--- config.mk ---
export PLATFORM = sky130hd
export DESIGN_NAME = frame_perceived_brightness_top
export DESIGN_NICKNAME = d
export VERILOG_FILES = /design/src/rtl/core/fpb_pkg.sv /design/src/rtl/core/fpb_front.sv /design/src/rtl/core/fpb_queue.sv /design/src/rtl/core/fpb_back.sv /design/src/rtl/core/frame_perceived_brightness_top.sv
export SDC_FILE = /design/constraint.sdc
export NUM_CORES = 2
export LEC_CHECK = 0
export BUFFER_PORTS_ARGS = -buffer_cell sky130_fd_sc_hd__buf_4
export CORE_MARGIN = 4
export CORE_UTILIZATION = 40
export DETAILED_ROUTE_END_ITERATION = 12
export SETUP_SLACK_MARGIN = 0.2
export SLEW_MARGIN = 20
export SYNTH_ARGS = -nofsm -noshare
export SYNTH_HDL_FRONTEND = slang
export SYNTH_SLANG_ARGS = --single-unit
--- constraint.sdc ---
create_clock -name clk -period 7.7 [get_ports clk]
set_input_delay 0.77 -clock clk [delete_from_list [all_inputs] [get_ports clk]]
set_output_delay 0.77 -clock clk [all_outputs]
set_load 0.05 [all_outputs]
--- src/rtl/core/fpb_pkg.sv ---
// ============================================================================
// Frame perceived brightness package
// Widths, constants, weights, types and state codes shared by the block.
// ============================================================================
package fpb_pkg;

  // Field widths.
  localparam int unsigned COLOR_W  = 8;
  localparam int unsigned STRIDE_W = 5;
  localparam int unsigned PHASE_W  = 4;
  localparam int unsigned CNT_W    = 25;
  localparam int unsigned SUM_W    = 32;
  localparam int unsigned SQ_W     = 2 * COLOR_W;
  localparam int unsigned WGT_W    = 16;
  localparam int unsigned PROD_W   = SQ_W + WGT_W;
  localparam int unsigned ROOT_W   = 16;
  localparam int unsigned DVS_W    = SUM_W + 1;

  // Frame length limit and stride limits.
  localparam logic [CNT_W-1:0]    MAX_PIXELS   = CNT_W'(16777216);
  localparam logic [STRIDE_W-1:0] STRIDE_RESET = STRIDE_W'(4);
  localparam logic [STRIDE_W-1:0] STRIDE_MAX   = STRIDE_W'(16);

  // Configuration register map (word index taken from paddr[2]).
  localparam int unsigned PADDR_W = 3;
  localparam int unsigned PDATA_W = 32;
  localparam logic        REG_SAMPLE_STRIDE = 1'b0;

  // Color lanes and their Q0.16 weights (red, green, blue).
  localparam int unsigned LANES = 3;
  localparam logic [WGT_W-1:0] WEIGHT [LANES] = '{16'd15794, 16'd45285, 16'd4456};

  // Iteration counts of the divider and the square root unit.
  localparam int unsigned DIV_STEPS  = COLOR_W;
  localparam int unsigned ROOT_STEPS = ROOT_W / 2;
  localparam int unsigned STEP_W     = $clog2(DIV_STEPS);

  // Frame record queue depth.
  localparam int unsigned QUEUE_DEPTH = 2;
  localparam int unsigned QPTR_W      = $clog2(QUEUE_DEPTH);

  // One finished frame handed from the front to the back.
  typedef struct packed {
    logic [SUM_W-1:0] red_sum;
    logic [SUM_W-1:0] green_sum;
    logic [SUM_W-1:0] blue_sum;
    logic [CNT_W-1:0] sample_count;
    logic             too_long;
  } frame_rec_t;

  // Queue status seen by both sides.
  typedef struct packed {
    logic full;
    logic empty;
  } queue_status_t;

  // Back end sequencer states.
  typedef enum logic [2:0] {
    BK_IDLE,
    BK_DIV,
    BK_SQUARE,
    BK_WEIGHT,
    BK_SUM,
    BK_ROOT,
    BK_DONE
  } back_state_t;

endpackage

--- src/rtl/core/fpb_front.sv ---
// ============================================================================
// Frame perceived brightness front end
// Accepts pixels, picks the sampled ones and accumulates per-frame sums.
// ============================================================================
module fpb_front (
  input  logic                            clk,
  input  logic                            rst_n,
  input  logic [fpb_pkg::STRIDE_W-1:0]    sample_stride,
  input  logic                            in_valid,
  output logic                            in_ready,
  input  logic [fpb_pkg::COLOR_W-1:0]     in_pixel_red,
  input  logic [fpb_pkg::COLOR_W-1:0]     in_pixel_green,
  input  logic [fpb_pkg::COLOR_W-1:0]     in_pixel_blue,
  input  logic                            in_last_pixel,
  input  fpb_pkg::queue_status_t          q_status,
  output logic                            push,
  output fpb_pkg::frame_rec_t             push_rec
);
  import fpb_pkg::*;

  logic [PHASE_W-1:0]  phase_r, phase_nxt;
  logic [CNT_W-1:0]    pixel_count_r, pixel_count_nxt;
  logic [CNT_W-1:0]    sample_count_r, sample_count_nxt;
  logic [SUM_W-1:0]    red_sum_r, red_sum_nxt;
  logic [SUM_W-1:0]    green_sum_r, green_sum_nxt;
  logic [SUM_W-1:0]    blue_sum_r, blue_sum_nxt;
  logic [STRIDE_W-1:0] stride_eff;
  logic [STRIDE_W-1:0] phase_inc;
  logic                keep;
  logic                accept;

  // A pixel may always enter unless the queue cannot take a frame record.
  assign in_ready = !q_status.full;
  assign accept   = in_valid && in_ready;

  // Clamp the stride into its legal range.
  always_comb begin
    if (sample_stride == '0) begin
      stride_eff = STRIDE_W'(1);
    end else if (sample_stride > STRIDE_MAX) begin
      stride_eff = STRIDE_MAX;
    end else begin
      stride_eff = sample_stride;
    end
  end

  // Next accumulator state for the current pixel.
  always_comb begin
    phase_nxt        = phase_r;
    pixel_count_nxt  = pixel_count_r;
    sample_count_nxt = sample_count_r;
    red_sum_nxt      = red_sum_r;
    green_sum_nxt    = green_sum_r;
    blue_sum_nxt     = blue_sum_r;
    phase_inc        = {1'b0, phase_r} + STRIDE_W'(1);
    keep             = (phase_r == '0);
    if (pixel_count_r < MAX_PIXELS) begin
      if (keep) begin
        red_sum_nxt      = red_sum_r + SUM_W'(in_pixel_red);
        green_sum_nxt    = green_sum_r + SUM_W'(in_pixel_green);
        blue_sum_nxt     = blue_sum_r + SUM_W'(in_pixel_blue);
        sample_count_nxt = sample_count_r + CNT_W'(1);
      end
      phase_nxt       = (phase_inc >= stride_eff) ? '0 : phase_inc[PHASE_W-1:0];
      pixel_count_nxt = pixel_count_r + CNT_W'(1);
    end else begin
      // Saturate one past the limit, which marks the frame as too long.
      pixel_count_nxt = MAX_PIXELS + CNT_W'(1);
    end
  end

  // Hand the finished frame to the queue on its last pixel.
  assign push                  = accept && in_last_pixel;
  assign push_rec.red_sum      = red_sum_nxt;
  assign push_rec.green_sum    = green_sum_nxt;
  assign push_rec.blue_sum     = blue_sum_nxt;
  assign push_rec.sample_count = sample_count_nxt;
  assign push_rec.too_long     = (pixel_count_nxt > MAX_PIXELS);

  // Accumulator registers, cleared at reset and after each frame.
  always_ff @(posedge clk) begin
    if (!rst_n) begin
      phase_r        <= '0;
      pixel_count_r  <= '0;
      sample_count_r <= '0;
      red_sum_r      <= '0;
      green_sum_r    <= '0;
      blue_sum_r     <= '0;
    end else if (accept) begin
      if (in_last_pixel) begin
        phase_r        <= '0;
        pixel_count_r  <= '0;
        sample_count_r <= '0;
        red_sum_r      <= '0;
        green_sum_r    <= '0;
        blue_sum_r     <= '0;
      end else begin
        phase_r        <= phase_nxt;
        pixel_count_r  <= pixel_count_nxt;
        sample_count_r <= sample_count_nxt;
        red_sum_r      <= red_sum_nxt;
        green_sum_r    <= green_sum_nxt;
        blue_sum_r     <= blue_sum_nxt;
      end
    end
  end

endmodule

--- src/rtl/core/fpb_queue.sv ---
// ============================================================================
// Frame perceived brightness record queue
// Short FIFO of finished frame records between the front and the back.
// ============================================================================
module fpb_queue (
  input  logic                   clk,
  input  logic                   rst_n,
  input  logic                   push,
  input  fpb_pkg::frame_rec_t    push_rec,
  input  logic                   pop,
  output fpb_pkg::frame_rec_t    pop_rec,
  output fpb_pkg::queue_status_t status
);
  import fpb_pkg::*;

  frame_rec_t        mem_r [QUEUE_DEPTH];
  logic [QPTR_W-1:0] wr_ptr_r;
  logic [QPTR_W-1:0] rd_ptr_r;
  logic [QPTR_W:0]   count_r;
  logic              do_push;
  logic              do_pop;

  assign status.full  = (count_r == (QPTR_W+1)'(QUEUE_DEPTH));
  assign status.empty = (count_r == '0);
  assign do_push      = push && !status.full;
  assign do_pop       = pop && !status.empty;
  assign pop_rec      = mem_r[rd_ptr_r];

  // Record storage.
  always_ff @(posedge clk) begin
    if (do_push) begin
      mem_r[wr_ptr_r] <= push_rec;
    end
  end

  // Pointers and fill count.
  always_ff @(posedge clk) begin
    if (!rst_n) begin
      wr_ptr_r <= '0;
      rd_ptr_r <= '0;
      count_r  <= '0;
    end else begin
      if (do_push) begin
        wr_ptr_r <= wr_ptr_r + QPTR_W'(1);
      end
      if (do_pop) begin
        rd_ptr_r <= rd_ptr_r + QPTR_W'(1);
      end
      if (do_push && !do_pop) begin
        count_r <= count_r + (QPTR_W+1)'(1);
      end else if (do_pop && !do_push) begin
        count_r <= count_r - (QPTR_W+1)'(1);
      end
    end
  end

endmodule

--- src/rtl/core/fpb_back.sv ---
// ============================================================================
// Frame perceived brightness back end
// Divides the sums into means, weights their squares, takes the square root
// and holds the result in the output register.
// ============================================================================
module fpb_back (
  input  logic                        clk,
  input  logic                        rst_n,
  input  fpb_pkg::frame_rec_t         rec,
  input  fpb_pkg::queue_status_t      q_status,
  output logic                        pop,
  output logic                        out_valid,
  input  logic                        out_ready,
  output logic [fpb_pkg::COLOR_W-1:0] out_brightness,
  output logic [fpb_pkg::COLOR_W-1:0] out_mean_red,
  output logic [fpb_pkg::COLOR_W-1:0] out_mean_green,
  output logic [fpb_pkg::COLOR_W-1:0] out_mean_blue,
  output logic                        out_frame_too_long
);
  import fpb_pkg::*;

  back_state_t       state_r, state_nxt;
  logic [STEP_W-1:0] step_r;
  logic [SUM_W-1:0]  rem_r  [LANES];
  logic [COLOR_W-1:0] q_r   [LANES];
  logic [SQ_W-1:0]   sq_r   [LANES];
  logic [PROD_W-1:0] prod_r [LANES];
  logic [DVS_W-1:0]  dvs_r;
  logic              cnt_zero_r;
  logic              too_long_r;
  logic [ROOT_W-1:0] v_r;
  logic [ROOT_W-1:0] root_r;
  logic [ROOT_W-1:0] bit_r;
  logic [DVS_W-1:0]  diff   [LANES];
  logic [LANES-1:0]  ge;
  logic [ROOT_W:0]   root_trial;
  logic              root_ge;
  logic [PROD_W+1:0] wsum;
  logic              out_free;
  logic              out_load;
  logic              out_valid_r;

  // Trial subtraction of each lane's restoring divider.
  always_comb begin
    for (int i = 0; i < LANES; i++) begin
      diff[i] = {1'b0, rem_r[i]} - dvs_r;
      ge[i]   = !diff[i][DVS_W-1];
    end
  end

  // Trial step of the digit-by-digit square root.
  assign root_trial = {1'b0, root_r} + {1'b0, bit_r};
  assign root_ge    = ({1'b0, v_r} >= root_trial);

  // Weighted sum of squares, which always fits in 32 bits.
  assign wsum = (PROD_W+2)'(prod_r[0]) + (PROD_W+2)'(prod_r[1]) + (PROD_W+2)'(prod_r[2]);

  assign out_free = !out_valid_r || out_ready;

  // Sequencer next state.
  always_comb begin
    state_nxt = state_r;
    unique case (state_r)
      BK_IDLE: begin
        if (!q_status.empty) state_nxt = BK_DIV;
      end
      BK_DIV: begin
        if (step_r == STEP_W'(DIV_STEPS - 1)) state_nxt = BK_SQUARE;
      end
      BK_SQUARE: state_nxt = BK_WEIGHT;
      BK_WEIGHT: state_nxt = BK_SUM;
      BK_SUM:    state_nxt = BK_ROOT;
      BK_ROOT: begin
        if (step_r == STEP_W'(ROOT_STEPS - 1)) state_nxt = BK_DONE;
      end
      BK_DONE: begin
        if (out_free) state_nxt = BK_IDLE;
      end
      default: state_nxt = BK_IDLE;
    endcase
  end

  // Sequencer outputs.
  always_comb begin
    pop      = 1'b0;
    out_load = 1'b0;
    unique case (state_r)
      BK_IDLE: pop      = !q_status.empty;
      BK_DONE: out_load = out_free;
      default: begin
        pop      = 1'b0;
        out_load = 1'b0;
      end
    endcase
  end

  // Sequencer state register.
  always_ff @(posedge clk) begin
    if (!rst_n) begin
      state_r <= BK_IDLE;
    end else begin
      state_r <= state_nxt;
    end
  end

  // Datapath: one step of the current operation per cycle.
  always_ff @(posedge clk) begin
    unique case (state_r)
      BK_IDLE: begin
        if (pop) begin
          rem_r[0]   <= rec.red_sum;
          rem_r[1]   <= rec.green_sum;
          rem_r[2]   <= rec.blue_sum;
          dvs_r      <= DVS_W'(rec.sample_count) << (COLOR_W - 1);
          cnt_zero_r <= (rec.sample_count == '0);
          too_long_r <= rec.too_long;
          step_r     <= '0;
        end
      end
      BK_DIV: begin
        for (int i = 0; i < LANES; i++) begin
          if (ge[i]) begin
            rem_r[i] <= diff[i][SUM_W-1:0];
          end
          q_r[i] <= {q_r[i][COLOR_W-2:0], ge[i]};
        end
        dvs_r  <= dvs_r >> 1;
        step_r <= step_r + STEP_W'(1);
      end
      BK_SQUARE: begin
        for (int i = 0; i < LANES; i++) begin
          sq_r[i] <= SQ_W'(q_r[i]) * SQ_W'(q_r[i]);
        end
      end
      BK_WEIGHT: begin
        for (int i = 0; i < LANES; i++) begin
          prod_r[i] <= PROD_W'(WEIGHT[i]) * PROD_W'(sq_r[i]);
        end
      end
      BK_SUM: begin
        // Drop the Q0.16 fraction and start the root from the top digit.
        v_r    <= wsum[PROD_W-1:WGT_W];
        root_r <= '0;
        bit_r  <= ROOT_W'(1) << (ROOT_W - 2);
        step_r <= '0;
      end
      BK_ROOT: begin
        if (root_ge) begin
          v_r    <= v_r - root_trial[ROOT_W-1:0];
          root_r <= (root_r >> 1) + bit_r;
        end else begin
          root_r <= root_r >> 1;
        end
        bit_r  <= bit_r >> 2;
        step_r <= step_r + STEP_W'(1);
      end
      BK_DONE: begin
        step_r <= '0;
      end
      default: begin
        step_r <= '0;
      end
    endcase
  end

  // Output register; a frame with no samples reports black.
  always_ff @(posedge clk) begin
    if (!rst_n) begin
      out_valid_r <= 1'b0;
    end else if (out_load) begin
      out_valid_r <= 1'b1;
    end else if (out_ready) begin
      out_valid_r <= 1'b0;
    end
  end

  always_ff @(posedge clk) begin
    if (out_load) begin
      out_brightness     <= cnt_zero_r ? '0 : root_r[COLOR_W-1:0];
      out_mean_red       <= cnt_zero_r ? '0 : q_r[0];
      out_mean_green     <= cnt_zero_r ? '0 : q_r[1];
      out_mean_blue      <= cnt_zero_r ? '0 : q_r[2];
      out_frame_too_long <= too_long_r;
    end
  end

  assign out_valid = out_valid_r;

endmodule

--- src/rtl/core/frame_perceived_brightness_top.sv ---
// ============================================================================
// Frame perceived brightness, top level
// Pixels enter at one per clock while the record queue is not full; each
// frame's last pixel yields one result with the mean color and its
// perceived brightness. The front accumulator takes a pixel every cycle
// unless that queue is full. After the last pixel is accepted, the frame's
// sums go through a two-entry record queue to the back end, which loads the
// record, runs the restoring dividers, one per lane, that form all three
// means at once, forms the squares, the weights and their sum, runs the
// square root, and loads the output register once that register is free.
// Frames shorter than the back end's work on a frame pace the input, since
// the front stalls only while the record queue is full. The sample stride
// lives at byte address 0 of the APB port.
// ============================================================================
module frame_perceived_brightness_top (
  input  logic                            clk,
  input  logic                            rst_n,
  // APB configuration port.
  input  logic                            psel,
  input  logic                            penable,
  input  logic                            pwrite,
  input  logic [fpb_pkg::PADDR_W-1:0]     paddr,
  input  logic [fpb_pkg::PDATA_W-1:0]     pwdata,
  output logic [fpb_pkg::PDATA_W-1:0]     prdata,
  output logic                            pready,
  // Pixel input channel.
  input  logic                            in_valid,
  output logic                            in_ready,
  input  logic [fpb_pkg::COLOR_W-1:0]     in_pixel_red,
  input  logic [fpb_pkg::COLOR_W-1:0]     in_pixel_green,
  input  logic [fpb_pkg::COLOR_W-1:0]     in_pixel_blue,
  input  logic                            in_last_pixel,
  // Frame result channel.
  output logic                            out_valid,
  input  logic                            out_ready,
  output logic [fpb_pkg::COLOR_W-1:0]     out_brightness,
  output logic [fpb_pkg::COLOR_W-1:0]     out_mean_red,
  output logic [fpb_pkg::COLOR_W-1:0]     out_mean_green,
  output logic [fpb_pkg::COLOR_W-1:0]     out_mean_blue,
  output logic                            out_frame_too_long
);
  import fpb_pkg::*;

  logic [STRIDE_W-1:0] sample_stride_r;
  logic                reg_sel;
  logic                push;
  logic                pop;
  frame_rec_t          push_rec;
  frame_rec_t          pop_rec;
  queue_status_t       q_status;

  // Register decode by word index.
  assign pready  = 1'b1;
  assign reg_sel = (paddr[2] == REG_SAMPLE_STRIDE);
  assign prdata  = reg_sel ? PDATA_W'(sample_stride_r) : '0;

  // Sample stride register.
  always_ff @(posedge clk) begin
    if (!rst_n) begin
      sample_stride_r <= STRIDE_RESET;
    end else if (psel && penable && pwrite && pready && reg_sel) begin
      sample_stride_r <= pwdata[STRIDE_W-1:0];
    end
  end

  fpb_front u_front (
    .clk            (clk),
    .rst_n          (rst_n),
    .sample_stride  (sample_stride_r),
    .in_valid       (in_valid),
    .in_ready       (in_ready),
    .in_pixel_red   (in_pixel_red),
    .in_pixel_green (in_pixel_green),
    .in_pixel_blue  (in_pixel_blue),
    .in_last_pixel  (in_last_pixel),
    .q_status       (q_status),
    .push           (push),
    .push_rec       (push_rec)
  );

  fpb_queue u_queue (
    .clk      (clk),
    .rst_n    (rst_n),
    .push     (push),
    .push_rec (push_rec),
    .pop      (pop),
    .pop_rec  (pop_rec),
    .status   (q_status)
  );

  fpb_back u_back (
    .clk                (clk),
    .rst_n              (rst_n),
    .rec                (pop_rec),
    .q_status           (q_status),
    .pop                (pop),
    .out_valid          (out_valid),
    .out_ready          (out_ready),
    .out_brightness     (out_brightness),
    .out_mean_red       (out_mean_red),
    .out_mean_green     (out_mean_green),
    .out_mean_blue      (out_mean_blue),
    .out_frame_too_long (out_frame_too_long)
  );

endmodule

After elaboration in Yosys (flattened, before gate mapping)

Memories as Yosys holds them, arrays and structs flattened. A register that Yosys moved wholly into a read port is not among the register bits.
Cells that the tools add are included.

$add $sub $neg: 19
$mul: 6
Order comparisons: 5
Equal/unequal tests: 14
Mux-type cells: 65
Bitwise gates (word level): 5
Reductions and logical operators: 36

Operators with widths:

| operator                                                              | count |
|---|---|
| 32-bit two-way mux                                                    | 12 |
| 25-bit two-way mux                                                    | 5 |
| 32-bit by 33-bit subtractor with 33-bit output                        | 3 |
| 32-bit by 8-bit adder with 32-bit output                              | 3 |
| 16-bit one-hot mux with 2 select lines                                | 3 |
| 33-bit one-hot mux with 2 select lines                                | 1 |
| 32-bit adder                                                          | 2 |
| 25-bit by 1-bit adder with 25-bit output (second input constant)      | 2 |
| 8-bit by 8-bit multiplier with 16-bit output                          | 3 |
| 33-bit two-way mux                                                    | 1 |
| 16-bit by 16-bit multiplier with 32-bit output (first input constant) | 1 |
| 16-bit two-way mux                                                    | 2 |
| 13-bit by 16-bit multiplier with 29-bit output (first input constant) | 1 |
| 10-bit by 16-bit multiplier with 26-bit output (first input constant) | 1 |
| 1-bit two-way mux                                                     | 26 |
| 25-bit > comparator (second input constant)                           | 1 |
| 25-bit logical NOT                                                    | 1 |
| 25-bit less-than comparator (second input constant)                   | 1 |
| 3-bit one-hot mux with 7 select lines                                 | 1 |
| 16-bit by 16-bit adder with 17-bit output                             | 1 |
| 16-bit by 17-bit greater-or-equal comparator with 1-bit output        | 1 |
| 15-bit by 16-bit adder with 16-bit output                             | 1 |
| 16-bit subtractor                                                     | 1 |
| 3-bit two-way mux                                                     | 5 |
| 30 further kinds                                                      | 71 |

Bits in registers: 282
RAM bits: 508
Bits of input ports: 67
Output and inout port bits: 68
Word-level logic and storage cells: 179
Memories: 5

Memory list:

| memory        | depth | width | rd ports | clocked after memory_dff | wr ports | RTL line        | text |
|---|---|---|---|---|---|---|---|
| u_queue.mem_r | 2     | 122   | 1        | 1                        | 1        | fpb_queue.sv:16 | `frame_rec_t mem_r [QUEUE_DEPTH];` |
| u_back.prod_r | 3     | 32    | 3        | 0                        | 3        | fpb_back.sv:27  | `logic [PROD_W-1:0] prod_r [LANES];` |
| u_back.rem_r  | 3     | 32    | 3        | 0                        | 3        | fpb_back.sv:24  | `logic [SUM_W-1:0] rem_r [LANES];` |
| u_back.sq_r   | 3     | 16    | 3        | 0                        | 3        | fpb_back.sv:26  | `logic [SQ_W-1:0] sq_r [LANES];` |
| u_back.q_r    | 3     | 8     | 3        | 0                        | 3        | fpb_back.sv:25  | `logic [COLOR_W-1:0] q_r [LANES];` |

Logic depth before layout (Yosys ltp)

Word-level depth: 9
Gate-level depth with buffers: 22
Depth with buffers taken out: 22

Modules after synthesis

A second synthesis with hierarchy kept.

Cells, all modules: 5253
Area, all modules: 56218.9 µm²

Modules (own cells, without submodules):

| module                         | times used | cells each | area an instance (µm²) | seq. area each (µm²) |
|---|---|---|---|---|
| fpb_back                       | 1          | 3428       | 36029.6                | 10770.3 |
| fpb_front                      | 1          | 1362       | 10338.7                | 3002.9 |
| fpb_queue                      | 1          | 405        | 9371.5                 | 7427.1 |
| frame_perceived_brightness_top | 1          | 58         | 479.2                  | 100.1 |

Worst setup path after synthesis

OpenSTA, ideal clock, no wires.

Kind: register to register
Start: reg u_queue.count_r[0]
End: mem u_queue.mem_r[0][0] (netlist bit), enable pin
Library setup time: 605 ps
Arrival: 6559 ps
Required time: 7095 ps
Slack: 536 ps
Stages on the path, launching flop included: 6
Path buffers: 1
Clock period less this slack: 7164 ps
Cells stage by stage: dfxtp_1 > nand2b_1 > and2_1 > clkbuf_1 > nand2_1 > nor2_1

Longest elaborated chain between the ends: 7

RTL lines:

| item                                      | RTL line                             | text |
|---|---|---|
| start: declaration                        | fpb_queue.sv:19                      | `logic [QPTR_W:0] count_r;` |
| start signal: assignment                  | fpb_queue.sv:50                      | `count_r <= count_r + (QPTR_W+1)'(1);` |
| start signal: assignment                  | fpb_queue.sv:52                      | `count_r <= count_r - (QPTR_W+1)'(1);` |
| 2-bit equality test *                     | fpb_queue.sv:23                      | `assign status.full = (count_r == (QPTR_W+1)'(QUEUE_DEPTH));` |
| 1-bit logical NOT *                       | fpb_front.sv:33                      | `assign in_ready = !q_status.full;` |
| named net in_ready                        | frame_perceived_brightness_top.sv:28 | `output logic in_ready,` |
| 1-bit logical AND                         | fpb_front.sv:34                      | `assign accept = in_valid && in_ready;` |
| 1-bit logical AND                         | fpb_front.sv:73                      | `assign push = accept && in_last_pixel;` |
| 1-bit logical AND *                       | fpb_queue.sv:25                      | `assign do_push = push && !status.full;` |
| 1-bit two-way mux *                       | fpb_queue.sv:31                      | `if (do_push) begin` |
| 1-bit two-way mux (not written as such) * | fpb_queue.sv:32                      | `mem_r[wr_ptr_r] <= push_rec;` |
| end: declaration                          | fpb_queue.sv:16                      |  |

The timed path passes the listed nets; every way through them passes the cells marked *.

==> summary.md <==
| Metric | Value |
|---|---|
| Area contributors post-synth | `edfxtp_1, ha_1, fa_1, dfxtp_1, xnor2_1` |
| CP Capture Type | `flop` |
| # Post-CTS Setup Buffers | `0` |
| Synth Area in Simple Gates | `10.7%` |
| Post-route setup TNS | `0 ns` |
| Initial antenna violation count | `0` |
| Grt total ovfl | `0` |
| Count of cell types in the netlist | `80` |
| Req. time, crit path | `8.11 ns` |
| RSZ-0062 raised after global routing | `false` |
| Post-synth ARST share | `0%` |
| 1st-pass router iterations | `7` |
| Delay-heaviest family, CP | `adder cells` |
| Row count | `134` |
| Synth top area share | `33.2%` |
| First-pass GRT wire length | `194000 um` |
| Iteration-0 DRC count of the detailed router | `1923` |
| Clock latency at the later pin of the worst-skew pair | `0.72 ns` |
| Post-synth EDFFs | `600` |
| Reg2reg end | `u_back.prod_r[0][63]$_DFFE_PP_` |
| Lkg Pwr | `25.4 nW` |
| Synthesized area | `54300 sq um` |
| Worst reg2reg path depth | `22` |
| Power per Cell Area | `395 nW/um^2` |
| Die height | `377 um` |
| Vias | `36471` |
| CP startpoint kind | `flop` |
| Starting Density | `40.5%` |
| Sequential Area | `21300 sq um` |
| Post-DR wirelength/cell | `16.9 um` |
| CP cell instances | `fa_1 > ha_1 > inv_1 > fa_1 > inv_1 > fa_1 > fa_1 > inv_1 > fa_1 > inv_1 > ha_1 > and3_1 > a221o_1 > a21oi_1 > o21a_1 > o21ai_0 > nor3_1 > or3_1 > a31oi_1 > a21o_1 > a21oi_1 > xnor2_1` |
| Peak Freq | `0.160 GHz` |
| Min-Delay Path Class | `input pin to flop` |
| Clock Sinks | `764` |
| Post-cts resize count | `0` |
| Peak VDD IR | `0.000322 V` |
| Clock skew | `0.0676 ns` |
| Syn_area_per_cell | `10.6 sq um` |
| Mux cell area share after synthesis | `2.18%` |
| Cells after synthesis | `5105` |
| WP depth | `22` |
| CTS Buf Count | `90` |
| GRT Util Overall | `16.9%` |
| Final setup violation count | `0` |
| Seq/Total Area, Yosys | `39.2%` |
| Fraction of layout cells with a size suffix above 1 | `6.06%` |
| CTS tree | `yes` |
| Hold Path Depth | `3` |
| Hold Path End | `sample_stride_r[2]$_SDFFE_PN1P_` |
| Antenna Nets Post-Route | `0` |
| Top cell by count, worst path | `fa_1` |
| Post-DP Area | `56900 sq um` |
| Max cap viols | `0` |
| Core Area | `134000 sq um` |
| Min cycle time layout | `6.25 ns` |
| CP bufs+invs | `4` |
| Status | `finished, final reports clean` |
| Synth Area in Adders | `24.6%` |
| Largest net degree at the start of global routing | `110` |
| Seq cells post-synth | `764` |
| Worst Path Class, Setup | `flop to flop` |
| Global placer's final weighted congestion | `0.828` |
| Die W | `377 um` |
| IO Count | `135` |
| Synth Warn # | `0` |
| Vias in the first global route | `37151` |
| P&R area growth vs syn | `10.6%` |
| Filler cells | `12513` |
| Slew margin rel. | `25.5%` |
| Worst Path Max Fanout | `7` |
| DP Wirelength | `87600 um` |
| Antenna diodes | `0` |
| Worst path arrival time | `6.66 ns` |
| CTS Hold Bufs | `0` |
| Clock slew at reported path FFs | `0.06 ns` |
| CP max stage delay | `0.57 ns` |
| Clk buf depth | `3` |
| Max-slew violation count | `0` |
| Nets@finish | `6117` |
| Final period utilization | `81.1%` |
| Design area | `60100 sq um` |
| Die area | `142000 sq um` |
| Complex-gate fraction of the synthesized area | `12.1%` |
| I/O Buffers | `77` |
| WL final | `119000 um` |
| Yosys top cell by area | `edfxtp_1` |
| Reg-to-reg setup timing slack | `1.45 ns` |
| Avg Vias per Cell | `5.21` |
| Area occupied by multi-input gates | `30500 sq um` |
| Clock Tree Root | `clkbuf_16` |
| Worst Hold Launch | `pwdata[2]` |
| Measured slew at the worst slew-check pin | `1.12 ns` |
| Fin. Hold Viols | `0` |
| Max stage delay cell, worst path | `edfxtp_1` |
| H-tree Lvls | `3` |
| Most used DFF post-synth | `edfxtp_1` |
| Largest family of logic cells by synthesized area | `adder cells` |
| Worst R2R Start | `u_back.sq_r[0][23]$_DFFE_PP_` |
| Residual DRC | `0` |
| Post-synthesis xor/xnor area fraction | `6.05%` |
==> how the worst max path moves through the flow <==
stage                                          startpoint                             end  slack, ns
after floorplan           u_queue.count_r[0]$_SDFFE_PN0P_   u_queue.mem_r[0][0]$_DFFE_PP_       0.54
after global placement       u_back.sq_r[0][23]$_DFFE_PP_  u_back.prod_r[0][63]$_DFFE_PP_       1.42
after detailed placement     u_back.sq_r[0][23]$_DFFE_PP_  u_back.prod_r[0][63]$_DFFE_PP_       1.42
after CTS                    u_back.sq_r[0][23]$_DFFE_PP_  u_back.prod_r[0][63]$_DFFE_PP_       1.42
after global routing         u_back.sq_r[0][23]$_DFFE_PP_  u_back.prod_r[0][63]$_DFFE_PP_       1.10
final                        u_back.sq_r[0][23]$_DFFE_PP_  u_back.prod_r[0][63]$_DFFE_PP_       1.45
==> per-stage QoR <==
stage	utilization [%]	hold slack (ns)	total power [mW]	std cells	setup slack (ns)
finish	44.8	0.284	23.8	7002	1.45
global route	44.8	0.271	26.0	7002	1.10
CTS	44.8	0.220	24.1	7002	1.42
detailed placement	42.4	0.406	19.4	6833	1.42
global placement	42.4	0.404	19.2	6832	1.42
floorplan	-	0.400	16.5	5142	0.536
==> synthesized netlist by cell type (47+ instances only) <==
master    instances
a21o_1          100
a21oi_1         274
a22oi_1          72
a31oi_1          52
and2_1           70
and3_1           69
clkbuf_1        134
dfxtp_1         164
edfxtp_1        600
fa_1            294
ha_1            599
inv_1           512
mux2i_1         114
nand2_1         358
nand3_1          79
nor2_1          285
nor2b_1          95
nor3_1           61
o21ai_0         252
o21ai_1          51
o21bai_1         47
xnor2_1         236
xor2_1          139
==> cells by family after synthesis <==
kind of cell | Yosys count
mux | 118
xor+xnor | 375
fa+ha+maj | 893
buf+inv | 703
compound gates | 1055
flops | 764
simple gates | 1195
other cells | 2
==> routing by layer <==
layer | up-vias | global-route usage, % | wire length, um
met5 | - | 0 | 0
met4 | 0 | 4.10 | 2400
met3 | 152 | 2.41 | 4530
met2 | 562 | 29.2 | 57100
met1 | 17737 | 22.4 | 54500
li1 | 18020 | - | -
==> final cells by class <==
class | instances | share of cell area [%]
clock buffer | 106 | 3.97
clock inverter | 63 | 1.36
inverter | 512 | 3.20
multi-input combinational | 3675 | 50.8
sequential | 764 | 35.5
tap | 1768 | 3.68
timing repair buffer | 114 | 1.52
==> registers in the layout (all words and copies together), names as in the netlist, 5 cells and up, named ones only <==
| signal | flops |
|---|---|
| u_back.rem_r | 96 |
| u_back.out_mean_blue | 8 |
| u_front.pixel_count_r | 25 |
| u_front.blue_sum_r | 32 |
| u_back.v_r | 16 |
| u_back.prod_r | 81 |
| u_back.q_r | 24 |
| u_queue.mem_r | 244 |
| u_back.bit_r | 8 |
| u_back.out_mean_red | 8 |
| u_back.sq_r | 45 |
| u_back.out_brightness | 8 |
| u_back.out_mean_green | 8 |
| sample_stride_r | 5 |
| u_back.dvs_r | 32 |
| u_front.green_sum_r | 32 |
| u_front.red_sum_r | 32 |
| u_front.sample_count_r | 25 |
| u_back.root_r | 16 |
==> worst reg2reg max path, delay by kind of cell (launching register included) <==
| family | cells | cell delay [ns] |
|---|---|---|
| flops | 1 | 0.57 |
| simple gates | 3 | 0.77 |
| compound gates | 7 | 1.34 |
| fa+ha+maj | 7 | 3.09 |
| xor+xnor | 1 | 0.08 |
| buf+inv | 4 | 0.19 |
==> where the power goes <==
group	switching, mW	internal, mW
sequential	0.392	5.90
clock	1.87	2.66
combinational	7.35	5.58
==> layout by cell type, fill, tap and decap left out, types with 100 or more instances in the layout <==
cell	synthesis	routed
a21o_1	100	100
a21oi_1	274	274
buf_4	29	110
dfxtp_1	164	163
edfxtp_1	600	600
fa_1	294	294
ha_1	599	599
inv_1	512	510
mux2i_1	114	114
nand2_1	358	356
nor2_1	285	279
o21ai_0	252	249
xnor2_1	236	236
xor2_1	139	139
(Power assumes the default switching activity.)
